--- config.mk ---
export PLATFORM = sky130hd
export DESIGN_NAME = lr_expression_parser_evaluator
export DESIGN_NICKNAME = d
export VERILOG_FILES = /design/src/lrpe_pkg.sv /design/src/lr_expression_parser_evaluator.sv
export SDC_FILE = /design/constraint.sdc
export NUM_CORES = 2
export LEC_CHECK = 0
export BUFFER_PORTS_ARGS = -buffer_cell sky130_fd_sc_hd__buf_2
export CAP_MARGIN = 0
export CORE_UTILIZATION = 60
export CTS_BUF_LIST = sky130_fd_sc_hd__clkbuf_4
export DETAILED_ROUTE_END_ITERATION = 12
export PLACE_DENSITY = 0.79
export SYNTH_ARGS = -nofsm -noshare
export SYNTH_HDL_FRONTEND = slang
export SYNTH_SLANG_ARGS = --single-unit
--- constraint.sdc ---
create_clock -name i_clk -period 11.75 [get_ports i_clk]
set_clock_uncertainty 0.1 [all_clocks]
set_input_delay 1.7625 -clock i_clk [delete_from_list [all_inputs] [get_ports i_clk]]
set_output_delay 1.7625 -clock i_clk [all_outputs]
set_load 0.1 [all_outputs]
--- src/lrpe_pkg.sv ---
// ----------------------------------------------------------------------------
// lrpe_pkg
// Token kinds, status codes, LR automaton states and payload structs for the
// shift-reduce expression parser.
// ----------------------------------------------------------------------------
package lrpe_pkg;

    typedef logic [2:0] t_token_kind;
    typedef logic [1:0] t_status;
    typedef logic [3:0] t_lr_state;

    // token kinds
    localparam t_token_kind INT      = 3'd0;
    localparam t_token_kind PLUS     = 3'd1;
    localparam t_token_kind MULT     = 3'd2;
    localparam t_token_kind OPENPAR  = 3'd3;
    localparam t_token_kind CLOSEPAR = 3'd4;
    localparam t_token_kind FIN      = 3'd5;

    // result status
    localparam t_status ST_CONSUMED = 2'd0;
    localparam t_status ST_ACCEPT   = 2'd1;
    localparam t_status ST_SYNTAX   = 2'd2;
    localparam t_status ST_OVERFLOW = 2'd3;

    // LR automaton states
    localparam t_lr_state PS_START   = 4'd0;  // start of an expression
    localparam t_lr_state PS_EXPR    = 4'd1;  // complete E at bottom
    localparam t_lr_state PS_OPEN    = 4'd2;  // after '('
    localparam t_lr_state PS_INT     = 4'd3;  // after integer
    localparam t_lr_state PS_PLUS    = 4'd4;  // after E +
    localparam t_lr_state PS_MULT    = 4'd5;  // after E *
    localparam t_lr_state PS_PAREN_E = 4'd6;  // ( E
    localparam t_lr_state PS_ADD_E   = 4'd7;  // E + E
    localparam t_lr_state PS_MUL_E   = 4'd8;  // E * E
    localparam t_lr_state PS_CLOSE   = 4'd9;  // ( E )

    typedef struct packed {
        logic [2:0]  token_kind;
        logic [31:0] token_value;
    } t_in_item;

    typedef struct packed {
        logic [1:0]  status;
        logic [31:0] result_value;
    } t_out_item;

endpackage

--- src/lr_expression_parser_evaluator.sv ---
// ----------------------------------------------------------------------------
// lr_expression_parser_evaluator
// Each token is decided in DECIDE; every reduction then runs EXEC and COMMIT
// and returns to DECIDE. The status is registered once the token is shifted,
// accepted or refused; a held result stalls it. A new token is taken only in IDLE;
// each reduction is a stack memory read, a multiply stage and a write-back.
// Reset: synchronous, active low; empty stack with state 0 on top. Memories
// are not cleared; entry 0 is never written, the start state stands in for it.
// ----------------------------------------------------------------------------
module lr_expression_parser_evaluator #(
    parameter int STACK_DEPTH = 32,
    parameter int VALUE_WIDTH = 32
) (
    input  logic                i_clk,
    input  logic                i_rst_n,
    input  logic                i_in_valid,
    output logic                o_in_ready,
    input  lrpe_pkg::t_in_item  i_in_item,
    output logic                o_out_valid,
    input  logic                i_out_ready,
    output lrpe_pkg::t_out_item o_out_item
);
    import lrpe_pkg::*;

    localparam int AW = $clog2(STACK_DEPTH);
    localparam int VW = VALUE_WIDTH;
    localparam int HW = (VW + 1) / 2;
    localparam logic [AW-1:0] SP_MAX = AW'(STACK_DEPTH - 1);

    typedef enum logic [3:0] {
        S_IDLE   = 4'b0001,
        S_DECIDE = 4'b0010,
        S_EXEC   = 4'b0100,
        S_COMMIT = 4'b1000
    } t_fsm;

    typedef enum logic [1:0] {
        ACT_SHIFT  = 2'd0,
        ACT_ACCEPT = 2'd1,
        ACT_SYNTAX = 2'd2,
        ACT_REDUCE = 2'd3
    } t_act;

    typedef enum logic [1:0] {
        RULE_INT   = 2'd0,
        RULE_ADD   = 2'd1,
        RULE_MUL   = 2'd2,
        RULE_PAREN = 2'd3
    } t_rule;

    // control state
    t_fsm            r_fsm, n_fsm;
    logic [AW-1:0]   r_sp, n_sp;
    t_lr_state       r_top_state, n_top_state;
    logic [VW-1:0]   r_top_value, n_top_value;
    logic            r_out_valid, n_out_valid;
    t_out_item       r_out_item, n_out_item;

    // token and reduction payload
    t_token_kind     r_kind;
    logic [VW-1:0]   r_tval;
    t_rule           r_rule;
    logic [AW-1:0]   r_base;
    logic            r_base_zero;
    t_lr_state       r_goto;
    logic            r_goto_ok;
    logic [2*HW-1:0] r_p_ll;
    logic [VW-1:0]   r_p_lh, r_p_hl;

    // stack memories
    t_lr_state       state_mem [STACK_DEPTH];
    logic [VW-1:0]   value_mem [STACK_DEPTH];
    logic            mem_we;
    logic [AW-1:0]   mem_waddr;
    t_lr_state       mem_wstate;
    logic [VW-1:0]   mem_wvalue;
    logic            rd_en;
    logic [AW-1:0]   rd_vaddr;
    t_lr_state       r_rd_state;
    logic [VW-1:0]   r_rd_value;

    // decision
    t_act            d_act;
    t_lr_state       d_push_state;
    logic [VW-1:0]   d_push_value;
    t_rule           d_rule;
    logic [1:0]      d_n;
    logic [AW-1:0]   d_base;
    logic            follows;
    logic            sp_ge3;

    logic [63:0]     tval_wide;
    logic [63:0]     top_wide;
    t_lr_state       uncovered;
    t_lr_state       goto_state;
    logic            goto_ok;
    logic [VW-1:0]   cross_sum;
    logic [VW-1:0]   mul_val;
    logic [VW-1:0]   red_value;
    logic            out_free;
    logic            emit;
    t_status         emit_status;
    logic            restart;

    assign tval_wide   = 64'(i_in_item.token_value);
    assign top_wide    = 64'(r_top_value);
    assign out_free    = !r_out_valid || i_out_ready;
    assign o_in_ready  = (r_fsm == S_IDLE);
    assign o_out_valid = r_out_valid;
    assign o_out_item  = r_out_item;

    // LR action for the held token against the cached top of stack
    always_comb begin
        follows = (r_kind == PLUS) || (r_kind == MULT) ||
                  (r_kind == CLOSEPAR) || (r_kind == FIN);
        sp_ge3       = (r_sp >= AW'(3));
        d_act        = ACT_SYNTAX;
        d_push_state = PS_START;
        d_push_value = '0;
        d_rule       = RULE_INT;
        d_n          = 2'd1;
        case (r_top_state)
            PS_START, PS_OPEN, PS_PLUS, PS_MULT: begin
                if (r_kind == INT) begin
                    d_act        = ACT_SHIFT;
                    d_push_state = PS_INT;
                    d_push_value = r_tval;
                end else if (r_kind == OPENPAR) begin
                    d_act        = ACT_SHIFT;
                    d_push_state = PS_OPEN;
                end
            end
            PS_EXPR: begin
                if (r_kind == PLUS) begin
                    d_act        = ACT_SHIFT;
                    d_push_state = PS_PLUS;
                end else if (r_kind == MULT) begin
                    d_act        = ACT_SHIFT;
                    d_push_state = PS_MULT;
                end else if (r_kind == FIN) begin
                    d_act = ACT_ACCEPT;
                end
            end
            PS_INT: begin
                if (follows && r_sp != '0) begin
                    d_act  = ACT_REDUCE;
                    d_rule = RULE_INT;
                    d_n    = 2'd1;
                end
            end
            PS_PAREN_E: begin
                if (r_kind == PLUS) begin
                    d_act        = ACT_SHIFT;
                    d_push_state = PS_PLUS;
                end else if (r_kind == MULT) begin
                    d_act        = ACT_SHIFT;
                    d_push_state = PS_MULT;
                end else if (r_kind == CLOSEPAR) begin
                    d_act        = ACT_SHIFT;
                    d_push_state = PS_CLOSE;
                end
            end
            PS_ADD_E: begin
                if (r_kind == MULT) begin
                    d_act        = ACT_SHIFT;
                    d_push_state = PS_MULT;
                end else if (follows && sp_ge3) begin
                    d_act  = ACT_REDUCE;
                    d_rule = RULE_ADD;
                    d_n    = 2'd3;
                end
            end
            PS_MUL_E: begin
                if (follows && sp_ge3) begin
                    d_act  = ACT_REDUCE;
                    d_rule = RULE_MUL;
                    d_n    = 2'd3;
                end
            end
            PS_CLOSE: begin
                if (follows && sp_ge3) begin
                    d_act  = ACT_REDUCE;
                    d_rule = RULE_PAREN;
                    d_n    = 2'd3;
                end
            end
            default: d_act = ACT_SYNTAX;
        endcase
        d_base   = r_sp - AW'(d_n);
        rd_vaddr = (d_rule == RULE_PAREN) ? r_sp - AW'(1) : r_sp - AW'(2);
    end

    // goto on E from the uncovered state; entry 0 is never written, a base of 0 uses the start state
    always_comb begin
        uncovered  = r_base_zero ? PS_START : r_rd_state;
        goto_ok    = 1'b1;
        goto_state = PS_EXPR;
        case (uncovered)
            PS_START: goto_state = PS_EXPR;
            PS_OPEN:  goto_state = PS_PAREN_E;
            PS_PLUS:  goto_state = PS_ADD_E;
            PS_MULT:  goto_state = PS_MUL_E;
            default:  goto_ok    = 1'b0;
        endcase
    end

    // low VW bits of the product from registered half-width partial products
    assign cross_sum = r_p_lh + r_p_hl;
    assign mul_val   = r_p_ll[VW-1:0] + (cross_sum << HW);

    always_comb begin
        case (r_rule)
            RULE_INT:   red_value = r_top_value;
            RULE_ADD:   red_value = r_rd_value + r_top_value;
            RULE_MUL:   red_value = mul_val;
            RULE_PAREN: red_value = r_rd_value;
            default:    red_value = r_top_value;
        endcase
    end

    // sequencer
    always_comb begin
        n_fsm       = r_fsm;
        n_sp        = r_sp;
        n_top_state = r_top_state;
        n_top_value = r_top_value;
        n_out_valid = r_out_valid;
        n_out_item  = r_out_item;
        emit        = 1'b0;
        emit_status = ST_CONSUMED;
        restart     = 1'b0;
        mem_we      = 1'b0;
        mem_waddr   = r_sp + AW'(1);
        mem_wstate  = d_push_state;
        mem_wvalue  = d_push_value;
        rd_en       = 1'b0;
        case (r_fsm)
            S_IDLE: begin
                if (i_in_valid) begin
                    n_fsm = S_DECIDE;
                end
            end
            S_DECIDE: begin
                case (d_act)
                    ACT_SHIFT: begin
                        if (out_free) begin
                            emit  = 1'b1;
                            n_fsm = S_IDLE;
                            if (r_sp == SP_MAX) begin
                                emit_status = ST_OVERFLOW;
                                restart     = 1'b1;
                            end else begin
                                emit_status = ST_CONSUMED;
                                mem_we      = 1'b1;
                                n_sp        = r_sp + AW'(1);
                                n_top_state = d_push_state;
                                n_top_value = d_push_value;
                            end
                        end
                    end
                    ACT_ACCEPT: begin
                        if (out_free) begin
                            emit        = 1'b1;
                            emit_status = ST_ACCEPT;
                            restart     = 1'b1;
                            n_fsm       = S_IDLE;
                        end
                    end
                    ACT_REDUCE: begin
                        rd_en = 1'b1;
                        n_fsm = S_EXEC;
                    end
                    default: begin
                        if (out_free) begin
                            emit        = 1'b1;
                            emit_status = ST_SYNTAX;
                            restart     = 1'b1;
                            n_fsm       = S_IDLE;
                        end
                    end
                endcase
            end
            S_EXEC: begin
                n_fsm = S_COMMIT;
            end
            S_COMMIT: begin
                if (r_goto_ok) begin
                    mem_we      = 1'b1;
                    mem_waddr   = r_base + AW'(1);
                    mem_wstate  = r_goto;
                    mem_wvalue  = red_value;
                    n_sp        = r_base + AW'(1);
                    n_top_state = r_goto;
                    n_top_value = red_value;
                    n_fsm       = S_DECIDE;
                end else if (out_free) begin
                    emit        = 1'b1;
                    emit_status = ST_SYNTAX;
                    restart     = 1'b1;
                    n_fsm       = S_IDLE;
                end
            end
            default: n_fsm = S_IDLE;
        endcase

        if (emit) begin
            n_out_valid             = 1'b1;
            n_out_item.status       = emit_status;
            n_out_item.result_value = (emit_status == ST_ACCEPT) ? top_wide[31:0] : '0;
        end else if (i_out_ready) begin
            n_out_valid = 1'b0;
        end

        if (restart) begin
            n_sp        = '0;
            n_top_state = PS_START;
            n_top_value = '0;
        end
    end

    always_ff @(posedge i_clk) begin
        if (!i_rst_n) begin
            r_fsm       <= S_IDLE;
            r_sp        <= '0;
            r_top_state <= PS_START;
            r_top_value <= '0;
            r_out_valid <= 1'b0;
        end else begin
            r_fsm       <= n_fsm;
            r_sp        <= n_sp;
            r_top_state <= n_top_state;
            r_top_value <= n_top_value;
            r_out_valid <= n_out_valid;
        end
    end

    always_ff @(posedge i_clk) begin
        r_out_item <= n_out_item;
        if (r_fsm == S_IDLE && i_in_valid) begin
            r_kind <= i_in_item.token_kind;
            r_tval <= tval_wide[VW-1:0];
        end
        if (rd_en) begin
            r_rule      <= d_rule;
            r_base      <= d_base;
            r_base_zero <= (d_base == '0);
        end
        if (r_fsm == S_EXEC) begin
            r_goto    <= goto_state;
            r_goto_ok <= goto_ok;
            r_p_ll    <= (2*HW)'(r_rd_value[HW-1:0]) * (2*HW)'(r_top_value[HW-1:0]);
            r_p_lh    <= VW'(r_rd_value[HW-1:0]) * VW'(r_top_value[VW-1:HW]);
            r_p_hl    <= VW'(r_rd_value[VW-1:HW]) * VW'(r_top_value[HW-1:0]);
        end
    end

    // stack memories; reads only in DECIDE, writes in DECIDE or COMMIT,
    // so a read never meets a write to the same entry
    always_ff @(posedge i_clk) begin
        if (mem_we) begin
            state_mem[mem_waddr] <= mem_wstate;
            value_mem[mem_waddr] <= mem_wvalue;
        end
        if (rd_en) begin
            r_rd_state <= state_mem[d_base];
            r_rd_value <= value_mem[rd_vaddr];
        end
    end

    a_restart_after_final: assert property (@(posedge i_clk) disable iff (!i_rst_n)
        (emit && emit_status != ST_CONSUMED) |=> (r_sp == '0 && r_top_state == PS_START))
        else $error("stack not reset after final status");

    a_no_rw_overlap: assert property (@(posedge i_clk) disable iff (!i_rst_n)
        !(mem_we && rd_en))
        else $error("stack memory read and write in same cycle");

    a_reduce_resumes: assert property (@(posedge i_clk) disable iff (!i_rst_n)
        (r_fsm == S_COMMIT && r_goto_ok) |=> (r_fsm == S_DECIDE && r_sp != '0))
        else $error("reduction did not return to decide with nonempty stack");

    a_exec_nonempty: assert property (@(posedge i_clk) disable iff (!i_rst_n)
        (r_fsm == S_EXEC) |-> (r_sp >= AW'(1)))
        else $error("reduction with empty stack");

endmodule
Word level (Yosys, flattened, before mapping)

Memories as Yosys holds them, arrays and structs flattened. A register that Yosys moved wholly into a read port is not among the register bits.
Cells that the tools add are included.
W data, S select, Z words.

Output and inout bits: 36
Logic and storage cells: 175
RAM bits: 1152
Flip-flop bits (word level): 192
Memories: 2
Input bits: 39

Memory list:

| name      | depth | bits a word | read ports | clocked after memory_dff | write ports | line                                 | source |
|---|---|---|---|---|---|---|---|
| value_mem | 32    | 32          | 1          | 1                        | 1           | lr_expression_parser_evaluator.sv:72 | `logic [VW-1:0] value_mem [STACK_DEPTH];` |
| state_mem | 32    | 4           | 1          | 1                        | 1           | lr_expression_parser_evaluator.sv:71 | `t_lr_state state_mem [STACK_DEPTH];` |

Multipliers: 3
Bitwise logic cells: 1
Eq/ne operators: 34
Magnitude comparators: 1
Multiplexer cells: 87
Add/sub/neg operators: 8
Reduce and logical (&&, ||, !) cells: 22

Operators with widths:

| cell                  | count |
|---|---|
| $mux W32              | 8 |
| $pmux W32 S4          | 1 |
| $add A32 B32 Y32      | 2 |
| $pmux W32 S2          | 1 |
| $mux W4               | 14 |
| $mux W2               | 19 |
| $mux W5               | 7 |
| $mul A16 B16 Y16      | 2 |
| $mul A16 B16 Y32      | 1 |
| $pmux W4 S4           | 2 |
| $eq A4 B3 Y1 const B  | 7 |
| $mux W1               | 21 |
| $add A16 B16 Y16      | 1 |
| $eq A4 B2 Y1 const B  | 4 |
| $eq A4 B4 Y1 const B  | 3 |
| $pmux W2 S3           | 2 |
| $pmux W2 S6           | 1 |
| $pmux W4 S3           | 1 |
| $add A5 B1 Y5 const B | 2 |
| $ne A2 B2 Y1 const B  | 5 |
| $pmux W5 S2           | 1 |
| $eq A2 B2 Y1 const B  | 4 |
| $eq A4 B1 Y1 const B  | 2 |
| $logic_not A4 Y1      | 2 |
| 25 further kinds      | 43 |

Logic depth before layout (Yosys ltp)

Word-level depth: 13
Depth in mapped cells: 24
Depth with buffers taken out: 23

Worst setup path before layout

No wires, ideal clock.

Path kind: reg2reg
Start: register r_fsm[2]
End: register r_fsm[0]
Arrival time: 8675 ps
Buffers on the path: 0
Library setup time: 131 ps
Clock period less this slack: 8906 ps
Data required time: 11519 ps
Setup slack: 2844 ps
Stages on the path, launching flop included: 4
Path through: dfxtp_1 nor4b_1 o41ai_1 or2_2

Longest elaborated chain between the ends: 2
Elaborated cells between the ends (all ways): 6
Those cells by class: eq/ne (5); mux (1)

Ends and longest elaborated chain:

| element                                            | line                                  | source |
|---|---|---|
| start, declared                                    | lr_expression_parser_evaluator.sv:52  | `t_fsm r_fsm, n_fsm;` |
| start signal, assigned                             | lr_expression_parser_evaluator.sv:329 | `r_fsm <= n_fsm;` |
| $eq A4 B4 Y1, or another cell as far along         | lr_expression_parser_evaluator.sv:237 | `case (r_fsm)` |
| $pmux W4 S4 / $ne A2 B2 Y1 (equally long branches) | -                                     |  |

Several ways; a longest one is shown, not always the timed one.
A chain may end at the register's enable or synchronous reset.

Worst setup path after layout

Start: register r_top_value[1]
End: register r_p_ll[31], data pin

Longest elaborated chain between the ends: 1

Ends and longest elaborated chain:

| element                | line                                  | source |
|---|---|---|
| start, declared        | lr_expression_parser_evaluator.sv:55  | `logic [VW-1:0] r_top_value, n_top_value;` |
| start signal, assigned | lr_expression_parser_evaluator.sv:332 | `r_top_value <= n_top_value;` |
| $mul A16 B16 Y32       | lr_expression_parser_evaluator.sv:351 | `r_p_ll <= (2*HW)'(r_rd_value[HW-1:0]) * (2*HW)'(r_top_value[HW-1:0]);` |
| end signal, assigned   | lr_expression_parser_evaluator.sv:351 |  |
| end, declared          | lr_expression_parser_evaluator.sv:67  | `logic [2*HW-1:0] r_p_ll;` |

Every way passes these cells.

==> qor.yml <==
timing:
  period_needed_ns: 7.35
  worst_slew_pin_slew_ns: 1.36
  setup-violations-final: 0
  finalSetupTns_ns: 0
  rsz0062_at_grt: "false"
  relSlewSlack_pct: 9.46
  clock.fmax_mhz: 136
  finalHoldViolations: 0
  worst_slack_ns: 4.40
  finalCritPeriodShare_pct: 62.6
  slew_violations: 0
floorplanning:
  initial_core_util_pct: 60.4
  row_count: 128
  die_w_um: 352
  coreArea_um2: 122000
  dieArea_um2: 124000
  die_y_um: 352
  ios: 75
cells_and_area:
  multi_input_comb_area_um2: 29800
  nets: 6611
  fill_cells: 8508
  syn_to_final_growth_pct: 8.82
  ff_latch_area_um2: 41000
  drive_gt1_share_pct: 14.0
synth:
  yosysTopAreaCell: "edfxtp_1"
  yosysWarnings: 0
  avgSynthCellArea_um2: 12.8
  ys.flop_type: "edfxtp_1"
  synth.distinct_cells: 76
  yosysMostFrequentCell: "edfxtp_1"
  synth_edf_count: 1333
  syn_inst: 5724
  ys_seq_area_share_pct: 55.7
  async_flop_share_pct: 0
  synth-seq-cells: 1379
  syn_nets: 6398
  netlist.area_leader.share_pct: 54.5
  synth_common_cells: "1,333 x edfxtp_1, 891 x nand2_1, 491 x inv_1, 358 x fa_1, 297 x and2_1"
  synthTopCellsByArea: "edfxtp_1 54%, fa_1 9.8%, ha_1 4.7%, nand2_1 4.6%, mux2i_1 3.6%"
  synth_area_um2: 73500
route:
  drtPass1Iterations: 6
  post_drt_wl_per_cell_um: 25.6
  drt_iter0_markers: 6290
  vias_per_cell: 6.35
  drtAntennaViolNets: 0
  totalWireLength_um: 199000
  drc: 0
  vias: 49400
worst_setup_path:
  arrival_ns: 8.15
  r2r-end: "r_p_ll[31]"
  critPathKind: "flop to flop"
  r2r_slack_ns: 4.40
  start_kind: "flop"
  cp.required_ns: 12.54
  cp_max_fo: 19
  r2r-start: "r_top_value[1]"
  cp-end-kind: "flop"
  startpoint: "r_top_value[1]"
  reg2reg_depth: 21
power:
  switching_power_mw: 2.05
  ir_drop_mv: 0.159
  switching_share_pct: 21.7
  p_leak_nw: 32.5
  power.density_nw_per_um2: 118
  pwr-share-seq_pct: 57.2
  pwr-share-clk_pct: 40.7
  p_int_mw: 7.39
  comb_power_share_pct: 2.2
  power.total_mw: 9.44
clocking:
  clk_pin_slew_ns: 0.08
  clk_path_buf_depth: 4
  postCtsResizedCells: 0
  cts_buffers: 350
  clock-sinks: 1379
  cts_tree: "done"
  hold_buffers: 0
  clk_latency_ns: 1.32
  cts_root_buf: "clkbuf_4"
  post_cts_buffers: 0
  htreeDepth: 5
global_route:
  grt_busiest_layer: "met2"
  grt_overflow: 0
  grt_use_met2_pct: 50.2
  grt_pass1_wl_um: 300000
  grt_util_met3_pct: 8.01
  antenna_found_initial: 12
  use_met1_pct: 41.9
  track_usage_pct: 32.2
  grt_pass1_vias: 50300
  grt_max_degree: 143
placed_design:
  place_hpwl_um: 121000
  place_congestion: 0.921
  dp_worst_setup_slack_ns: 4.53
  numPortBuffers: 74
status:
  status: "finished clean"
min_path:
  hold_path_depth: 2
  worstHoldEndpoint: "r_top_value[10]"
  min-delay-start: "r_top_value[10]"
  min_path_type: "flop to flop"
run:
  max_cap_viol_count: 0
## critical path: stages, from the launching register on
cell and delay, ns:
dfxtp_1 0.89, buf_4 0.40, nand2_1 0.12, fa_1 0.54
fa_1 0.53, fa_1 0.54, inv_1 0.06, fa_1 0.50
fa_1 0.49, inv_1 0.05, fa_1 0.49, inv_1 0.05
ha_1 0.33, a2111o_1 0.45, o21bai_1 0.17, o211ai_1 0.21
o21ai_0 0.25, a31oi_1 0.28, a21oi_1 0.15, a21o_1 0.20
a21oi_1 0.18, xnor2_1 0.08
## power groups by stage
stage / Sequential [mW] / Clock, mW / Combinational [mW]
6_report: 5.40 / 3.84 / 0.207
5_1_grt: 5.39 / 4.14 / 0.225
4_1_cts: 5.39 / 3.89 / 0.205
3_5_place_dp: 5.50 / 0 / 0.204
3_3_place_gp: 5.50 / 0 / 0.197
2_1_floorplan: 5.49 / 0 / 0.127
## cell type report
class                           instances  share of cell area (%)
Sequential cell                      1379                    51.2
Multi-Input combinational cell       3529                    37.3
Clock buffer                          486                    4.56
Tap cell                             1625                    2.54
Inverter                              492                    2.31
Timing Repair Buffer                  185                    1.58
Clock inverter                         79                   0.491
Antenna cell                           10                  0.0313
## worst max-delay path by stage
stage	cells after the start	end	slack (ns)
floorplan	3	r_fsm[0]	2.84
detailed placement	21	r_p_ll[31]	4.53
global route	21	r_p_ll[31]	4.13
CTS	21	r_p_ll[31]	4.50
global placement	20	r_p_ll[31]	4.74
finish	21	r_p_ll[31]	4.40
## sequential cells by signal, indices dropped and copies added (netlist names), 5 cells and up
signal       cells
r_base           5
state_mem      128
o_out_item      34
r_sp             5
r_p_lh          16
r_p_ll          32
r_tval          32
r_rd_value      32
value_mem     1024
r_top_value     32
r_p_hl          16
## stage by stage
step	area (um2)	hold WS (ns)	utilization (%)	instances
3_5_place_dp	75900	0.394	62.4	7210
6_report	79900	0.406	65.8	7785
4_1_cts	79900	0.403	65.8	7775
3_3_place_gp	75900	0.386	62.4	7210
5_1_grt	79900	0.430	65.8	7783
2_1_floorplan	73500	0.373	-	5724
## routing by layer
layer / part of all wire (%) / vias up
met3: 12 / 717
met2: 46 / 3351
met4: 5.2 / 12
met5: 0.042 / -
li1: - / 21100
met1: 37 / 24200
## cells by family after synthesis
logic type / synth area share (%)
AOI/OAI and AO/OA: 8.14
adders and majority gates: 14.5
DFF: 55.7
muxes: 5.41
and+or+nand+nor: 9.80
xor gates and xnor gates: 2.00
buffers and inverters: 4.44
## layout by cell type (no fill, tap or decap), types with 21 or more instances in the layout
cell | Yosys | layout
o211ai_1 | 21 | 21
ha_1 | 277 | 277
xnor2_1 | 120 | 120
inv_1 | 491 | 491
nor3_1 | 99 | 98
o21ai_2 | 0 | 24
a211oi_1 | 22 | 22
dfxtp_1 | 46 | 45
fa_1 | 358 | 358
xor2_1 | 48 | 46
nor2_4 | 1 | 33
mux4_2 | 55 | 55
a32oi_1 | 129 | 129
nand2_1 | 891 | 889
o21ai_0 | 130 | 103
a21o_1 | 40 | 40
clkbuf_4 | 0 | 486
and2_1 | 297 | 293
buf_2 | 56 | 74
a311oi_1 | 35 | 35
a31oi_1 | 63 | 61
mux2i_1 | 263 | 261
nand3_1 | 61 | 61
edfxtp_1 | 1333 | 1333
a32o_1 | 129 | 129
a21oi_1 | 137 | 135
nor2_1 | 138 | 105
buf_4 | 26 | 106
o21a_1 | 24 | 24
clkinv_1 | 1 | 62
No activity file was read; power rests on OpenSTA's default activity.
